### src/rtl/core/sfrc8_pkg.sv
// Shared constants, types and a helper function of the status frame receiver.
`timescale 1ns / 1ps
package sfrc8_pkg;

  localparam int unsigned HEATERS_DEF         = 4;
  localparam int unsigned FRAME_BYTES_MAX_DEF = 64;

  localparam logic [7:0] CRC_INIT       = 8'hFF;
  localparam logic [7:0] CRC_TOP_BIT    = 8'h80;
  localparam logic [7:0] CRC_POLY_RESET = 8'h31;

  localparam logic [7:0] START_BYTE     = 8'h44;
  localparam logic [7:0] KIND_UNIT_BYTE = 8'h55;
  localparam logic [7:0] KIND_SKID_BYTE = 8'h53;

  localparam logic [5:0] HDR_KIND_POS  = 6'd2;
  localparam logic [5:0] HDR_LAST_POS  = 6'd3;
  localparam logic [5:0] FIRST_FLD_POS = 6'd4;

  localparam logic KIND_UNIT = 1'b0;
  localparam logic KIND_SKID = 1'b1;

  // Start request from the byte collector to the readout sequencer.
  typedef struct packed {
    logic start;
    logic kind;
  } rdo_req_t;

  // Number of bytes of field f; valve_fld is the index of the unit valve field.
  function automatic logic [2:0] field_size(input logic kind, input logic [4:0] f,
                                            input logic [4:0] valve_fld);
    logic [2:0] sz;
    if (f < 5'd2) begin
      sz = 3'd1;
    end else if (f == 5'd2) begin
      sz = 3'd2;
    end else if ((kind == KIND_UNIT) && (f == valve_fld)) begin
      sz = 3'd1;
    end else begin
      sz = 3'd4;
    end
    return sz;
  endfunction

endpackage

### src/rtl/core/sfrc8_if.sv
// Channel interfaces of the status frame receiver: byte input, field output, configuration.
`timescale 1ns / 1ps

interface sfrc8_rx_if;
  logic       valid;
  logic       ready;
  logic [7:0] rx_byte;
  modport source (output valid, output rx_byte, input ready);
  modport sink (input valid, input rx_byte, output ready);
endinterface

interface sfrc8_fld_if;
  logic        valid;
  logic        ready;
  logic        frame_kind;
  logic [4:0]  field_number;
  logic [31:0] field_value;
  logic        last_field;
  modport source (output valid, output frame_kind, output field_number,
                  output field_value, output last_field, input ready);
  modport sink (input valid, input frame_kind, input field_number,
                input field_value, input last_field, output ready);
endinterface

interface sfrc8_cfg_if;
  logic       valid;
  logic       ready;
  logic [7:0] crc_poly;
  modport source (output valid, output crc_poly, input ready);
  modport sink (input valid, input crc_poly, output ready);
endinterface

### src/rtl/core/status_frame_receiver_crc8_core.sv
// Top level of the status frame receiver with CRC-8 check.
`timescale 1ns / 1ps
//
// Channel  Direction  Request carries                                   Role
// cfg_i    in         crc_poly                                          sink
// rx_i     in         rx_byte                                           sink
// fld_o    out        frame_kind, field_number, field_value, last_field source
//
// While collecting, one byte request is taken in every cycle: the CRC-8 step is one
// unrolled byte update and the frame store takes one write per cycle.
// Once a frame passes its check, byte requests stall while the readout sequencer
// reads the store back, with a read and an accumulate step for each field byte
// and a put step for each field.
// The field output has its own register: a waiting field never stops collection
// once the readout is done, and readout only pauses when that register is full.
// Reset returns to hunting for the start byte, with the CRC at 0xFF and the
// polynomial at 0x31; the frame store is not cleared, as every frame writes its
// bytes before they are read back. Configuration requests are taken at once.
module status_frame_receiver_crc8_core #(
  parameter int unsigned HEATERS         = sfrc8_pkg::HEATERS_DEF,
  parameter int unsigned FRAME_BYTES_MAX = sfrc8_pkg::FRAME_BYTES_MAX_DEF
) (
  input  logic         clk_i,
  input  logic         rst_ni,
  sfrc8_cfg_if.sink    cfg_i,
  sfrc8_rx_if.sink     rx_i,
  sfrc8_fld_if.source  fld_o
);
  import sfrc8_pkg::*;

  localparam int unsigned AddrW = $clog2(FRAME_BYTES_MAX);
  // Frame lengths in bytes, CRC byte included.
  localparam logic [6:0] UnitLen    = 7'(26 + 4 * HEATERS);
  localparam logic [6:0] SkidLen    = 7'd41;
  localparam logic [6:0] StoreDepth = 7'(FRAME_BYTES_MAX);

  typedef enum logic [2:0] {
    PH_HUNT   = 3'b001,
    PH_HEADER = 3'b010,
    PH_BODY   = 3'b100
  } phase_e;

  phase_e     phase_q, phase_d;
  logic [5:0] count_q, count_d;
  logic [7:0] crc_q, crc_d;
  logic [7:0] poly_q;
  logic       kind_q, kind_d;
  logic       seen_u_q, seen_u_d;
  logic       seen_s_q, seen_s_d;

  logic             busy;
  logic             rx_acc;
  logic             take;
  logic             restart;
  logic             len_hit;
  logic [7:0]       crc_next;
  logic             wr_en;
  logic             rd_en;
  logic [AddrW-1:0] rd_addr;
  logic [7:0]       rd_data;
  rdo_req_t         req;

  // The store is only read during readout, so input is held off meanwhile and
  // reads and writes never meet on the same entry.
  assign rx_i.ready  = !busy;
  assign rx_acc      = rx_i.valid && rx_i.ready;
  assign cfg_i.ready = 1'b1;

  // The last byte of the frame is the one whose position reaches the length.
  assign len_hit = (({1'b0, count_q} + 7'd1) >= ((kind_q == KIND_SKID) ? SkidLen : UnitLen));

  sfrc8_crc u_crc (
    .crc_i  (crc_q),
    .byte_i (rx_i.rx_byte),
    .poly_i (poly_q),
    .crc_o  (crc_next)
  );

  always_comb begin
    phase_d   = phase_q;
    count_d   = count_q;
    crc_d     = crc_q;
    kind_d    = kind_q;
    seen_u_d  = seen_u_q;
    seen_s_d  = seen_s_q;
    take      = 1'b0;
    restart   = 1'b0;
    req.start = 1'b0;
    req.kind  = kind_q;

    if (rx_acc) begin
      unique case (phase_q)
        PH_HUNT: begin
          if (rx_i.rx_byte == START_BYTE) begin
            take    = 1'b1;
            phase_d = PH_HEADER;
          end
        end
        PH_HEADER: begin
          take = 1'b1;
          if (count_q == HDR_KIND_POS) begin
            seen_u_d = (rx_i.rx_byte == KIND_UNIT_BYTE);
            seen_s_d = (rx_i.rx_byte == KIND_SKID_BYTE);
          end
          // The whole header is consumed before the kind is judged, so a start
          // byte inside a rejected header does not open a frame.
          if (count_q == HDR_LAST_POS) begin
            if (seen_u_q) begin
              kind_d  = KIND_UNIT;
              phase_d = PH_BODY;
            end else if (seen_s_q) begin
              kind_d  = KIND_SKID;
              phase_d = PH_BODY;
            end else begin
              restart = 1'b1;
            end
          end
        end
        PH_BODY: begin
          if (len_hit) begin
            req.start = (crc_q == rx_i.rx_byte);
            restart   = 1'b1;
          end else begin
            take = 1'b1;
          end
        end
        default: begin
          restart = 1'b1;
        end
      endcase
    end

    if (take) begin
      count_d = count_q + 6'd1;
      crc_d   = crc_next;
    end
    if (restart) begin
      phase_d = PH_HUNT;
      count_d = 6'd0;
      crc_d   = CRC_INIT;
    end
  end

  // Bytes at positions past the store still enter the CRC but are not kept.
  assign wr_en = take && ({1'b0, count_q} < StoreDepth);

  always_ff @(posedge clk_i or negedge rst_ni) begin
    if (!rst_ni) begin
      phase_q  <= PH_HUNT;
      count_q  <= 6'd0;
      crc_q    <= CRC_INIT;
      poly_q   <= CRC_POLY_RESET;
      kind_q   <= KIND_UNIT;
      seen_u_q <= 1'b0;
      seen_s_q <= 1'b0;
    end else begin
      phase_q  <= phase_d;
      count_q  <= count_d;
      crc_q    <= crc_d;
      kind_q   <= kind_d;
      seen_u_q <= seen_u_d;
      seen_s_q <= seen_s_d;
      if (cfg_i.valid && cfg_i.ready) begin
        poly_q <= cfg_i.crc_poly;
      end
    end
  end

  sfrc8_ram #(
    .Width (8),
    .Depth (FRAME_BYTES_MAX)
  ) u_store (
    .clk_i     (clk_i),
    .wr_en_i   (wr_en),
    .wr_addr_i (count_q[AddrW-1:0]),
    .wr_data_i (rx_i.rx_byte),
    .rd_en_i   (rd_en),
    .rd_addr_i (rd_addr),
    .rd_data_o (rd_data)
  );

  sfrc8_readout #(
    .Heaters       (HEATERS),
    .FrameBytesMax (FRAME_BYTES_MAX)
  ) u_readout (
    .clk_i     (clk_i),
    .rst_ni    (rst_ni),
    .req_i     (req),
    .busy_o    (busy),
    .rd_en_o   (rd_en),
    .rd_addr_o (rd_addr),
    .rd_data_i (rd_data),
    .fld_o     (fld_o)
  );

  // While hunting, no frame is open: the CRC and position are at their start values.
  a_hunt_clean: assert property (@(posedge clk_i) disable iff (!rst_ni)
    (phase_q == PH_HUNT) |-> ((crc_q == CRC_INIT) && (count_q == 6'd0)))
    else $error("hunt phase entered with a frame still open");

  // A readout is only started from the frame body, and the sequencer is busy next.
  a_start_body: assert property (@(posedge clk_i) disable iff (!rst_ni)
    req.start |-> ((phase_q == PH_BODY) && !busy))
    else $error("readout started outside the frame body");

  a_start_busy: assert property (@(posedge clk_i) disable iff (!rst_ni)
    req.start |=> busy)
    else $error("readout sequencer did not take the start request");

  // The store is never written while a frame is being read back.
  a_no_write_in_readout: assert property (@(posedge clk_i) disable iff (!rst_ni)
    rd_en |-> !wr_en)
    else $error("frame store written during readout");

endmodule

### src/rtl/core/sfrc8_ram.sv
// Generic single-write, single-read RAM with registered read data.
`timescale 1ns / 1ps
module sfrc8_ram #(
  parameter int unsigned Width = 8,
  parameter int unsigned Depth = 64,
  localparam int unsigned AddrW = $clog2(Depth)
) (
  input  logic             clk_i,
  input  logic             wr_en_i,
  input  logic [AddrW-1:0] wr_addr_i,
  input  logic [Width-1:0] wr_data_i,
  input  logic             rd_en_i,
  input  logic [AddrW-1:0] rd_addr_i,
  output logic [Width-1:0] rd_data_o
);

  logic [Width-1:0] mem_q [Depth];
  logic [Width-1:0] rd_data_q;

  always_ff @(posedge clk_i) begin
    if (wr_en_i) begin
      mem_q[wr_addr_i] <= wr_data_i;
    end
    if (rd_en_i) begin
      rd_data_q <= mem_q[rd_addr_i];
    end
  end

  assign rd_data_o = rd_data_q;

endmodule

### src/rtl/core/sfrc8_crc.sv
// One byte step of an MSB-first CRC-8 with a programmable polynomial.
`timescale 1ns / 1ps
module sfrc8_crc (
  input  logic [7:0] crc_i,
  input  logic [7:0] byte_i,
  input  logic [7:0] poly_i,
  output logic [7:0] crc_o
);
  import sfrc8_pkg::*;

  always_comb begin
    logic [7:0] c;
    c = crc_i ^ byte_i;
    for (int k = 0; k < 8; k++) begin
      if ((c & CRC_TOP_BIT) != 8'd0) begin
        c = (c << 1) ^ poly_i;
      end else begin
        c = c << 1;
      end
    end
    crc_o = c;
  end

endmodule

### src/rtl/core/sfrc8_readout.sv
// Readout sequencer: reads a checked frame back from the store and presents its fields.
`timescale 1ns / 1ps
module sfrc8_readout #(
  parameter int unsigned Heaters       = sfrc8_pkg::HEATERS_DEF,
  parameter int unsigned FrameBytesMax = sfrc8_pkg::FRAME_BYTES_MAX_DEF,
  localparam int unsigned AddrW = $clog2(FrameBytesMax)
) (
  input  logic                 clk_i,
  input  logic                 rst_ni,
  input  sfrc8_pkg::rdo_req_t  req_i,
  output logic                 busy_o,
  output logic                 rd_en_o,
  output logic [AddrW-1:0]     rd_addr_o,
  input  logic [7:0]           rd_data_i,
  sfrc8_fld_if.source          fld_o
);
  import sfrc8_pkg::*;

  localparam logic [4:0] ValveFld      = 5'(3 + Heaters);
  localparam logic [4:0] UnitLastField = 5'(7 + Heaters);
  localparam logic [4:0] SkidLastField = 5'd10;
  localparam logic [6:0] StoreDepth    = 7'(FrameBytesMax);

  typedef enum logic [3:0] {
    RO_IDLE = 4'b0001,
    RO_READ = 4'b0010,
    RO_ACC  = 4'b0100,
    RO_PUT  = 4'b1000
  } ro_state_e;

  ro_state_e   state_q, state_d;
  logic [4:0]  field_q, field_d;
  logic        kind_q, kind_d;
  logic [5:0]  pos_q, pos_d;
  logic [2:0]  left_q, left_d;
  logic [31:0] acc_q, acc_d;
  logic        oob_q, oob_d;

  logic        out_valid_q, out_valid_d;
  logic        out_kind_q, out_kind_d;
  logic [4:0]  out_num_q, out_num_d;
  logic [31:0] out_val_q, out_val_d;
  logic        out_last_q, out_last_d;

  logic       out_free;
  logic       is_last;
  logic [7:0] rd_byte;

  assign out_free = !out_valid_q || fld_o.ready;
  assign is_last  = (field_q == ((kind_q == KIND_SKID) ? SkidLastField : UnitLastField));
  // Positions beyond the store read as zero.
  assign rd_byte  = oob_q ? 8'd0 : rd_data_i;

  always_comb begin
    state_d     = state_q;
    field_d     = field_q;
    kind_d      = kind_q;
    pos_d       = pos_q;
    left_d      = left_q;
    acc_d       = acc_q;
    oob_d       = oob_q;
    out_valid_d = out_valid_q && !fld_o.ready;
    out_kind_d  = out_kind_q;
    out_num_d   = out_num_q;
    out_val_d   = out_val_q;
    out_last_d  = out_last_q;
    rd_en_o     = 1'b0;

    unique case (state_q)
      RO_IDLE: begin
        if (req_i.start) begin
          kind_d  = req_i.kind;
          field_d = 5'd0;
          pos_d   = FIRST_FLD_POS;
          left_d  = 3'd1;
          acc_d   = 32'd0;
          state_d = RO_READ;
        end
      end
      RO_READ: begin
        rd_en_o = 1'b1;
        oob_d   = ({1'b0, pos_q} >= StoreDepth);
        pos_d   = pos_q + 6'd1;
        state_d = RO_ACC;
      end
      RO_ACC: begin
        acc_d   = {acc_q[23:0], rd_byte};
        left_d  = left_q - 3'd1;
        state_d = (left_q == 3'd1) ? RO_PUT : RO_READ;
      end
      RO_PUT: begin
        if (out_free) begin
          out_valid_d = 1'b1;
          out_kind_d  = kind_q;
          out_num_d   = field_q;
          out_val_d   = acc_q;
          out_last_d  = is_last;
          if (is_last) begin
            state_d = RO_IDLE;
          end else begin
            field_d = field_q + 5'd1;
            left_d  = field_size(kind_q, field_q + 5'd1, ValveFld);
            acc_d   = 32'd0;
            state_d = RO_READ;
          end
        end
      end
      default: begin
        state_d = RO_IDLE;
      end
    endcase
  end

  always_ff @(posedge clk_i or negedge rst_ni) begin
    if (!rst_ni) begin
      state_q     <= RO_IDLE;
      out_valid_q <= 1'b0;
    end else begin
      state_q     <= state_d;
      out_valid_q <= out_valid_d;
    end
  end

  always_ff @(posedge clk_i) begin
    field_q    <= field_d;
    kind_q     <= kind_d;
    pos_q      <= pos_d;
    left_q     <= left_d;
    acc_q      <= acc_d;
    oob_q      <= oob_d;
    out_kind_q <= out_kind_d;
    out_num_q  <= out_num_d;
    out_val_q  <= out_val_d;
    out_last_q <= out_last_d;
  end

  assign busy_o             = (state_q != RO_IDLE);
  assign rd_addr_o          = pos_q[AddrW-1:0];
  assign fld_o.valid        = out_valid_q;
  assign fld_o.frame_kind   = out_kind_q;
  assign fld_o.field_number = out_num_q;
  assign fld_o.field_value  = out_val_q;
  assign fld_o.last_field   = out_last_q;

endmodule
### src/flat_wrapper.sv
// flat-port wrapper written by rule: the top's interface ports become plain ports
module status_frame_receiver_crc8_core_flat import sfrc8_pkg::*;
#(
  parameter int unsigned HEATERS         = sfrc8_pkg::HEATERS_DEF,
  parameter int unsigned FRAME_BYTES_MAX = sfrc8_pkg::FRAME_BYTES_MAX_DEF
)
  (clk_i, rst_ni, cfg_i_valid, cfg_i_crc_poly, cfg_i_ready, rx_i_valid, rx_i_rx_byte, rx_i_ready, fld_o_valid, fld_o_frame_kind, fld_o_field_number, fld_o_field_value, fld_o_last_field, fld_o_ready);
  sfrc8_cfg_if cfg_i_i ();
  sfrc8_rx_if rx_i_i ();
  sfrc8_fld_if fld_o_i ();
  input  logic clk_i;
  input  logic rst_ni;
  input wire logic [$bits(cfg_i_i.valid)-1:0] cfg_i_valid;
  input wire logic [$bits(cfg_i_i.crc_poly)-1:0] cfg_i_crc_poly;
  output wire logic [$bits(cfg_i_i.ready)-1:0] cfg_i_ready;
  input wire logic [$bits(rx_i_i.valid)-1:0] rx_i_valid;
  input wire logic [$bits(rx_i_i.rx_byte)-1:0] rx_i_rx_byte;
  output wire logic [$bits(rx_i_i.ready)-1:0] rx_i_ready;
  output wire logic [$bits(fld_o_i.valid)-1:0] fld_o_valid;
  output wire logic [$bits(fld_o_i.frame_kind)-1:0] fld_o_frame_kind;
  output wire logic [$bits(fld_o_i.field_number)-1:0] fld_o_field_number;
  output wire logic [$bits(fld_o_i.field_value)-1:0] fld_o_field_value;
  output wire logic [$bits(fld_o_i.last_field)-1:0] fld_o_last_field;
  input wire logic [$bits(fld_o_i.ready)-1:0] fld_o_ready;
  assign cfg_i_i.valid = cfg_i_valid;
  assign cfg_i_i.crc_poly = cfg_i_crc_poly;
  assign cfg_i_ready = cfg_i_i.ready;
  assign rx_i_i.valid = rx_i_valid;
  assign rx_i_i.rx_byte = rx_i_rx_byte;
  assign rx_i_ready = rx_i_i.ready;
  assign fld_o_valid = fld_o_i.valid;
  assign fld_o_frame_kind = fld_o_i.frame_kind;
  assign fld_o_field_number = fld_o_i.field_number;
  assign fld_o_field_value = fld_o_i.field_value;
  assign fld_o_last_field = fld_o_i.last_field;
  assign fld_o_i.ready = fld_o_ready;
  status_frame_receiver_crc8_core #(.HEATERS(HEATERS), .FRAME_BYTES_MAX(FRAME_BYTES_MAX)) u_core (.clk_i(clk_i), .rst_ni(rst_ni), .cfg_i(cfg_i_i), .rx_i(rx_i_i), .fld_o(fld_o_i));
endmodule
### config.mk
export PLATFORM = sky130hd
export DESIGN_NAME = status_frame_receiver_crc8_core_flat
export DESIGN_NICKNAME = d
export VERILOG_FILES = /design/src/rtl/core/sfrc8_pkg.sv /design/src/rtl/core/sfrc8_if.sv /design/src/rtl/core/status_frame_receiver_crc8_core.sv /design/src/rtl/core/sfrc8_ram.sv /design/src/rtl/core/sfrc8_crc.sv /design/src/rtl/core/sfrc8_readout.sv /design/src/flat_wrapper.sv
export SDC_FILE = /design/constraint.sdc
export NUM_CORES = 1
export LEC_CHECK = 0
export BUFFER_PORTS_ARGS = -buffer_cell sky130_fd_sc_hd__buf_4
export CORE_ASPECT_RATIO = 1.25
export CORE_MARGIN = 8
export CORE_UTILIZATION = 62
export DETAILED_ROUTE_END_ITERATION = 16
export PLACE_DENSITY_LB_ADDON = 0.05
export SLEW_MARGIN = 5
export SYNTH_ARGS = -nofsm -noshare
export SYNTH_HDL_FRONTEND = slang
export SYNTH_SLANG_ARGS = --single-unit
### constraint.sdc
create_clock -name clk_i -period 5.5 [get_ports clk_i]
set_input_delay 0.275 -clock clk_i [delete_from_list [all_inputs] [get_ports clk_i]]
set_output_delay 0.275 -clock clk_i [all_outputs]
set_load 0.02 [all_outputs]
# After elaboration in Yosys (flattened, before gate mapping)
# Memories as Yosys holds them, arrays and structs flattened. A register that Yosys moved wholly into a read port is not among the register bits.
# Cells that the tools add are included.
op_classes:
  n_addsub: 5
  magnitude_cmp: 2
  eq_ne: 24
  muxes: 63
  bitwise: 10
  n_reduce_logical: 23
op_table:
  columns: ["operator", "count"]
  rows:
  - ["2-to-1 mux 32 bit", 3]
  - ["one-hot mux 32 bit (3 select lines)", 1]
  - ["2-to-1 mux 8 bit", 10]
  - ["XOR 8 bit", 9]
  - ["2-to-1 mux 3 bit", 12]
  - ["== test 8 x 7 -> 1 bit, second input constant", 3]
  - ["2-to-1 mux 1 bit", 19]
  - ["2-to-1 mux 6 bit", 3]
  - ["one-hot mux 4 bit (4 select lines)", 1]
  - ["2-to-1 mux 5 bit", 3]
  - ["adder 6 x 1 -> 6 bit, second input constant", 2]
  - ["== test 6 x 2 -> 1 bit, second input constant", 2]
  - ["2-to-1 mux 4 bit", 3]
  - ["one-hot mux 6 bit (2 select lines)", 1]
  - ["AND reduction 4 bit", 3]
  - ["one-hot mux 5 bit (2 select lines)", 1]
  - ["nonzero test 2 bit", 5]
  - ["one-hot mux 3 bit (3 select lines)", 1]
  - ["== test 8 bit", 1]
  - ["inequality test 4 x 1 -> 1 bit, second input constant", 2]
  - ["AND reduction 2 bit", 4]
  - ["adder 6 x 1 -> 7 bit, second input constant", 1]
  - ["greater-or-equal comparator 7 bit", 1]
  - ["== test 3 x 1 -> 1 bit, second input constant", 2]
  - ["25 further kinds", 34]
word_totals:
  register_bits: 119
  ramBits: 512
  inputBits: 21
  out_inout_bits: 42
  elab_cells: 146
  memories: 1
mem_list:
  columns: ["name", "depth", "word_bits", "rd", "rd_clocked_by_memory_dff", "write_ports", "line_no", "source"]
  rows:
  - ["u_core.u_store.mem_q", 64, 8, 1, 1, 1, "sfrc8_ram.sv:17", "logic [Width-1:0] mem_q [Depth];"]

# Longest topological paths before layout
depth:
  ltp_word: 19
  ltp_mapped: 15
  mapped_depth_nobuf: 15

# Hierarchy
# A second synthesis with hierarchy kept.
unflattened:
  hier_cells: 1494
  hier_area_um2: 26751.9
modules_own_cells:
  columns: ["mod", "n_inst", "cells_each", "area_per_inst_um2", "seq_area_each_um2"]
  rows:
  - ["sfrc8_ram", 1, 940, 20246.9, 15615.0]
  - ["sfrc8_readout", 1, 208, 3452.1, 2708.8]
  - ["status_frame_receiver_crc8_core", 1, 149, 1590.3, 715.7]
  - ["sfrc8_crc", 1, 197, 1462.7, 0.0]

# Worst setup path after synthesis
# Ideal clock, no wire load.
synth_timing:
  path_type: "reg-to-reg"
  from: "reg u_core.u_readout.state_q[0]"
  to: "reg u_core.u_readout.acc_q[0], enable pin"
  setup_time_ns: 0.439
  t_arrival_ns: 4.627
  required_time_ns: 5.061
  slack_ns: 0.434
  path_stages_with_launch: 8
  path_buffers: 0
  path_cell_list: "dfstp_2 -> nor4b_1 -> nand2_1 -> nor4b_1 -> nand4_1 -> or2_2 -> o2bb2ai_1 -> a21oi_1"
synth_via:
  elab_chain_len: 6
  word_cells_on_any_way: 12
synth_rtl:
  columns: ["item", "line_no", "source"]
  rows:
  - ["start, declared", "sfrc8_readout.sv:31", "ro_state_e state_q, state_d;"]
  - ["start signal, assigned", "sfrc8_readout.sv:119", "state_q <= state_d;"]
  - ["inequality test 4 x 1 -> 1 bit", "sfrc8_readout.sv:137", "assign busy_o = (state_q != RO_IDLE);"]
  - ["logical NOT 1 bit", "status_frame_receiver_crc8_core.sv:65", "assign rx_i.ready = !busy;"]
  - ["net rx_i_ready", "flat_wrapper.sv:18", "output wire logic [$bits(rx_i_i.ready)-1:0] rx_i_ready;"]
  - ["logical AND 1 bit", "status_frame_receiver_crc8_core.sv:66", "assign rx_acc = rx_i.valid && rx_i.ready;"]
  - ["2-to-1 mux 1 bit", "status_frame_receiver_crc8_core.sv:91", "if (rx_acc) begin"]
  - ["inequality test 2 x 1 -> 1 bit (no line)", null, null]
  - ["AND reduction 4 bit (no line)", null, null]
  - ["end signal, assigned", "sfrc8_readout.sv:129", "acc_q <= acc_d;"]
  - ["end, declared", "sfrc8_readout.sv:36", "logic [31:0] acc_q, acc_d;"]
# The timed path passes the listed nets, and every way through them passes these cells.
# A chain may end at the register's enable or synchronous reset.

# Final worst setup path
layout_timing:
  from: "reg u_core.count_q[0]"
  to: "mem u_core.u_store.mem_q[9][2], enable pin"
layout_via:
  elab_chain_len: 7
layout_rtl:
  columns: ["item", "line_no", "source"]
  rows:
  - ["start, declared", "status_frame_receiver_crc8_core.sv:44", "logic [5:0] count_q, count_d;"]
  - ["start signal, assigned", "status_frame_receiver_crc8_core.sv:158", "count_q <= count_d;"]
  - ["adder 6 x 1 -> 7 bit", "status_frame_receiver_crc8_core.sv:70", "assign len_hit = (({1'b0, count_q} + 7'd1) >= ((kind_q == KIND_SKID) ? SkidLen : UnitLen));"]
  - ["greater-or-equal comparator 7 bit", "status_frame_receiver_crc8_core.sv:70", null]
  - ["2-to-1 mux 1 bit", "status_frame_receiver_crc8_core.sv:120", "if (len_hit) begin"]
  - ["one-hot mux 1 bit (3 select lines)", "status_frame_receiver_crc8_core.sv:92", "unique case (phase_q)"]
  - ["2-to-1 mux 1 bit", "status_frame_receiver_crc8_core.sv:91", null]
  - ["2-to-1 mux 1 bit", "sfrc8_ram.sv:21", "if (wr_en_i) begin"]
  - ["2-to-1 mux 1 bit (implied by the code)", "sfrc8_ram.sv:22", "mem_q[wr_addr_i] <= wr_data_i;"]
  - ["end, declared", "sfrc8_ram.sv:17", null]
# Parallel ways exist; a longest one is shown, timed or not.

==> metrics.md <==
| Metric | Value |
|---|---|
| Outcome | `completed` |
| Hpwl dp | `37,200 µm` |
| Hold-fix buffers, CTS | `19` |
| FP Rows | `84` |
| GPL Wtd Cong | `0.843` |
| First drt pass iteration count | `8` |
| Die W | `200 µm` |
| RSZ-0062 raised after global routing | `false` |
| Ys Warns | `0` |
| DRC | `0` |
| Hold Crit Depth | `1` |
| Worst VDD drop | `0.351 mV` |
| Skew final | `0.0183 ns` |
| Synthesized flop and latch total | `about 640` |
| Synthesized netlist net count | `1,429` |
| Syn avg cell area | `18.8 µm²` |
| Share of layout cells above drive strength 1 | `0.252` |
| Sequential cell area fraction in the yosys report | `0.724` |
| H-tree depth | `2` |
| Clock buffer depth | `3` |
| DR vias | `~13,000` |
| CTS Buf Count | `between 50 and 60` |
| Final Hold Vio Count | `0` |
| Critical path launch point type | `flip-flop` |
| Via/cell ratio | `6.36` |
| First-pass GRT wire length | `87,500 µm` |
| R2R Setup Slk | `0.87 ns` |
| Final setup fails | `0` |
| Count of different cell masters after synthesis | `67` |
| Fmax | `approximately 220 MHz` |
| Total GRT Usage | `0.238` |
| Asr flop ratio synth | `0.0516` |
| Setup bufs post-CTS | `0` |
| Total power draw | `10.8 mW` |
| Die area | `approximately 50,000 µm²` |
| Pleak | `9.61 nW` |
| Worst Setup End Kind | `flip-flop` |
| Port Buffer Count | `between 60 and 70` |
| Period utilization | `0.842` |
| Clk_lat worst skew | `roughly 0.60 ns` |
| Int Pwr | `8.24 mW` |
| WS Path Type | `flip-flop to flip-flop` |
| Clock sinks | `roughly 640` |
| Final std cells w/o fill | `roughly 2,100` |
| Antenna violations before repair | `2` |
| CP arrival | `4.85 ns` |
| Hold WC Path Type | `input pin to flip-flop` |
| Worst slew margin | `0.259` |
| Routed len/inst | `27.7 µm` |
| Slew Viols, Final | `0` |
| CTS tree | `built` |
| Critical path fanouts, max | `13` |
| WHS Endpoint | `u_core.u_store.mem_q[36][6]` |
| NetSw | `2.54 mW` |
| Setup TNS | `0 ns` |
| Placed insts | `1,980` |
| Leading cell type in the layout, fill and taps excluded | `edfxtp_1` |
| Starting Density | `0.627` |
| Crit path from | `u_core.count_q[0]` |
| First-iteration detailed-routing DRC count | `1,237` |
| Nets@finish | `1,528` |
| Grt ovf | `0` |
| Core area | `41,900 µm²` |
| RR Startpoint | `u_core.count_q[0]` |
| Worst Reg2Reg Path Length in Cells | `13` |
| Most frequent cells in the layout | `606 x edfxtp_1, 168 x mux4_2, 105 x nor2_1, 91 x buf_4, 67 x nand2_1` |
| Shortest period the worst path allows | `about 4.6 ns` |
| Gate power share | `0.130` |
| Reg clk slew, reported paths | `0.07 ns` |
| Hold_sp | `rx_i_rx_byte[6]` |
| Pin count of the biggest net entering global routing | `75` |
| Die Height | `246 µm` |
| Critical Path RT | `5.72 ns` |
| Maxcap violations | `0` |
| IO Pins | `63` |
| EDFF count, synth | `slightly above 600` |
| Area delta synth->final | `12.4%` |
| P per Cell Area | `365 nW/µm²` |
| Clk pwr share | `0.370` |
| Synth Instances | `roughly 1,400` |
| DRT antenna net count | `0` |
| Reg power frac | `0.500` |
| R2r endpoint | `u_core.u_store.mem_q[9][2]` |
| Vias in the first global route | `13,600` |
| Sw Ratio | `0.236` |
| Most used DFF post-synth | `edfxtp_1` |
| Mapped cell area | `around 26,000 µm²` |
| Slew @ Worst Pin | `1.11 ns` |
| WL final | `58,300 µm` |
| Root Buffer | `clkbuf_16` |
| # resized after CTS | `0` |
-- per-stage QoR --
stage / cell area (µm²) / hold slack (ns) / worst slack, ns / utilization
after floorplan: 26300 / -0.0206 / 0.434 / -
after global placement: 27500 / 0.261 / 1.07 / 0.656
after detailed placement: 27500 / 0.269 / 0.890 / 0.656
after CTS: 29600 / 0.0162 / 0.844 / 0.705
after global routing: 29600 / 0.0165 / 0.582 / 0.705
final: 29600 / 0.0338 / 0.869 / 0.705
-- Yosys cell counts (3+ instances only) --
cell	number	area, µm²
nor4_1	4	25.0
mux2_2	4	45.0
dfstp_2	13	342
nor2_1	106	398
xor2_1	16	140
or3_1	6	37.5
nor3_1	9	45.0
ha_1	10	125
and2_1	38	238
buf_2	4	20.0
o211a_1	3	30.0
nand3_1	35	175
and3_1	5	31.3
dfrtp_1	20	500
nand2_1	67	251
o22a_1	3	26.3
edfxtp_1	606	18200
o21ai_1	4	20.0
or2_2	4	25.0
nor2b_1	7	43.8
inv_1	22	82.6
nor3b_1	5	37.5
xnor2_2	6	97.6
a211oi_1	7	52.6
xnor3_1	5	113
nor4b_1	4	35.0
or4_1	4	30.0
nand4_1	4	25.0
buf_1	19	71.3
a21oi_1	27	135
a31oi_1	3	18.8
clkbuf_1	47	176
o21ai_0	21	105
mux2i_1	4	40.0
xnor2_1	47	412
mux4_2	168	3780
-- flip-flops by register name (all words and copies together) (netlist names) --
| register | count |
|---|---|
| u_core.u_readout.kind_q | 1 |
| u_core.u_readout.left_q | 3 |
| u_core.poly_q | 8 |
| u_core.seen_s_q | 1 |
| u_core.count_q | 6 |
| u_core.u_readout.fld_o.field_number | 5 |
| u_core.u_readout.fld_o.valid | 1 |
| u_core.u_readout.fld_o.last_field | 1 |
| u_core.u_readout.acc_q | 32 |
| u_core.seen_u_q | 1 |
| u_core.u_readout.state_q | 4 |
| u_core.u_readout.fld_o.frame_kind | 1 |
| u_core.u_readout.field_q | 5 |
| u_core.u_readout.fld_o.field_value | 32 |
| u_core.u_store.mem_q | 512 |
| u_core.phase_q | 3 |
| u_core.u_store.rd_data_o | 8 |
| u_core.crc_q | 8 |
| u_core.kind_q | 1 |
| u_core.u_readout.rd_addr_o | 6 |
-- power by group through the flow --
stage                     registers, mW  clock network, mW  logic [mW]
after floorplan                    5.47                  0        1.09
after global placement             5.49                  0        1.36
after detailed placement           5.49                  0        1.38
after CTS                          5.39               4.03        1.40
after global routing               5.39               4.21        1.52
final                              5.39               3.99        1.40
-- layout make-up --
cell class	instances	area, µm²
flip-flops and latches	639	19000
diodes	1	2.50
fillers	2604	12400
repair buffers	113	933
inverters	23	86.3
clock buffers	67	1480
multi-input cells	665	6920
well taps	559	699
clock inverters	35	397
-- layer usage --
metal | track usage | up-vias | wire length (µm) | share of wire
met5 | 0 | - | 13 | 0.00022
met4 | 0.0862 | 2 | 1930 | 0.033
met3 | 0.0355 | 104 | 3870 | 0.067
met2 | 0.405 | 627 | 29700 | 0.51
met1 | 0.313 | 6874 | 22700 | 0.39
li1 | - | 5760 | - | -
-- critical path, cell delays in order, from the launching register on --
cell and delay (ns):
dfrtp_1 0.46, inv_1 0.13, ha_1 0.33, inv_1 0.05, ha_1 0.26, a21boi_0 0.13
or4_1 0.42, a211o_1 0.30, a31oi_1 0.20, and2_1 0.21, o21ai_0 0.11, buf_4 0.19
or4_1 0.79, nor2_1 0.67
-- worst max path at each step --
stage	cells past startpoint	end
final	13	u_core.u_store.mem_q[9][2]
after detailed placement	12	u_core.u_store.mem_q[60][4]
after CTS	13	u_core.u_store.mem_q[9][7]
after floorplan	7	u_core.u_readout.acc_q[0]
after global routing	12	u_core.u_store.mem_q[44][0]
after global placement	13	u_core.u_store.mem_q[9][1]
-- cells by family after synthesis --
group                      synth area share
DFF                                   0.724
xor gates and xnor gates             0.0305
other                              0.000143
AOI/OAI and AO/OA                    0.0235
and+or+nand+nor                      0.0563
adders and majority gates           0.00476
muxes                                 0.147
buffers and inverters                0.0138
(Power assumes the default switching activity.)
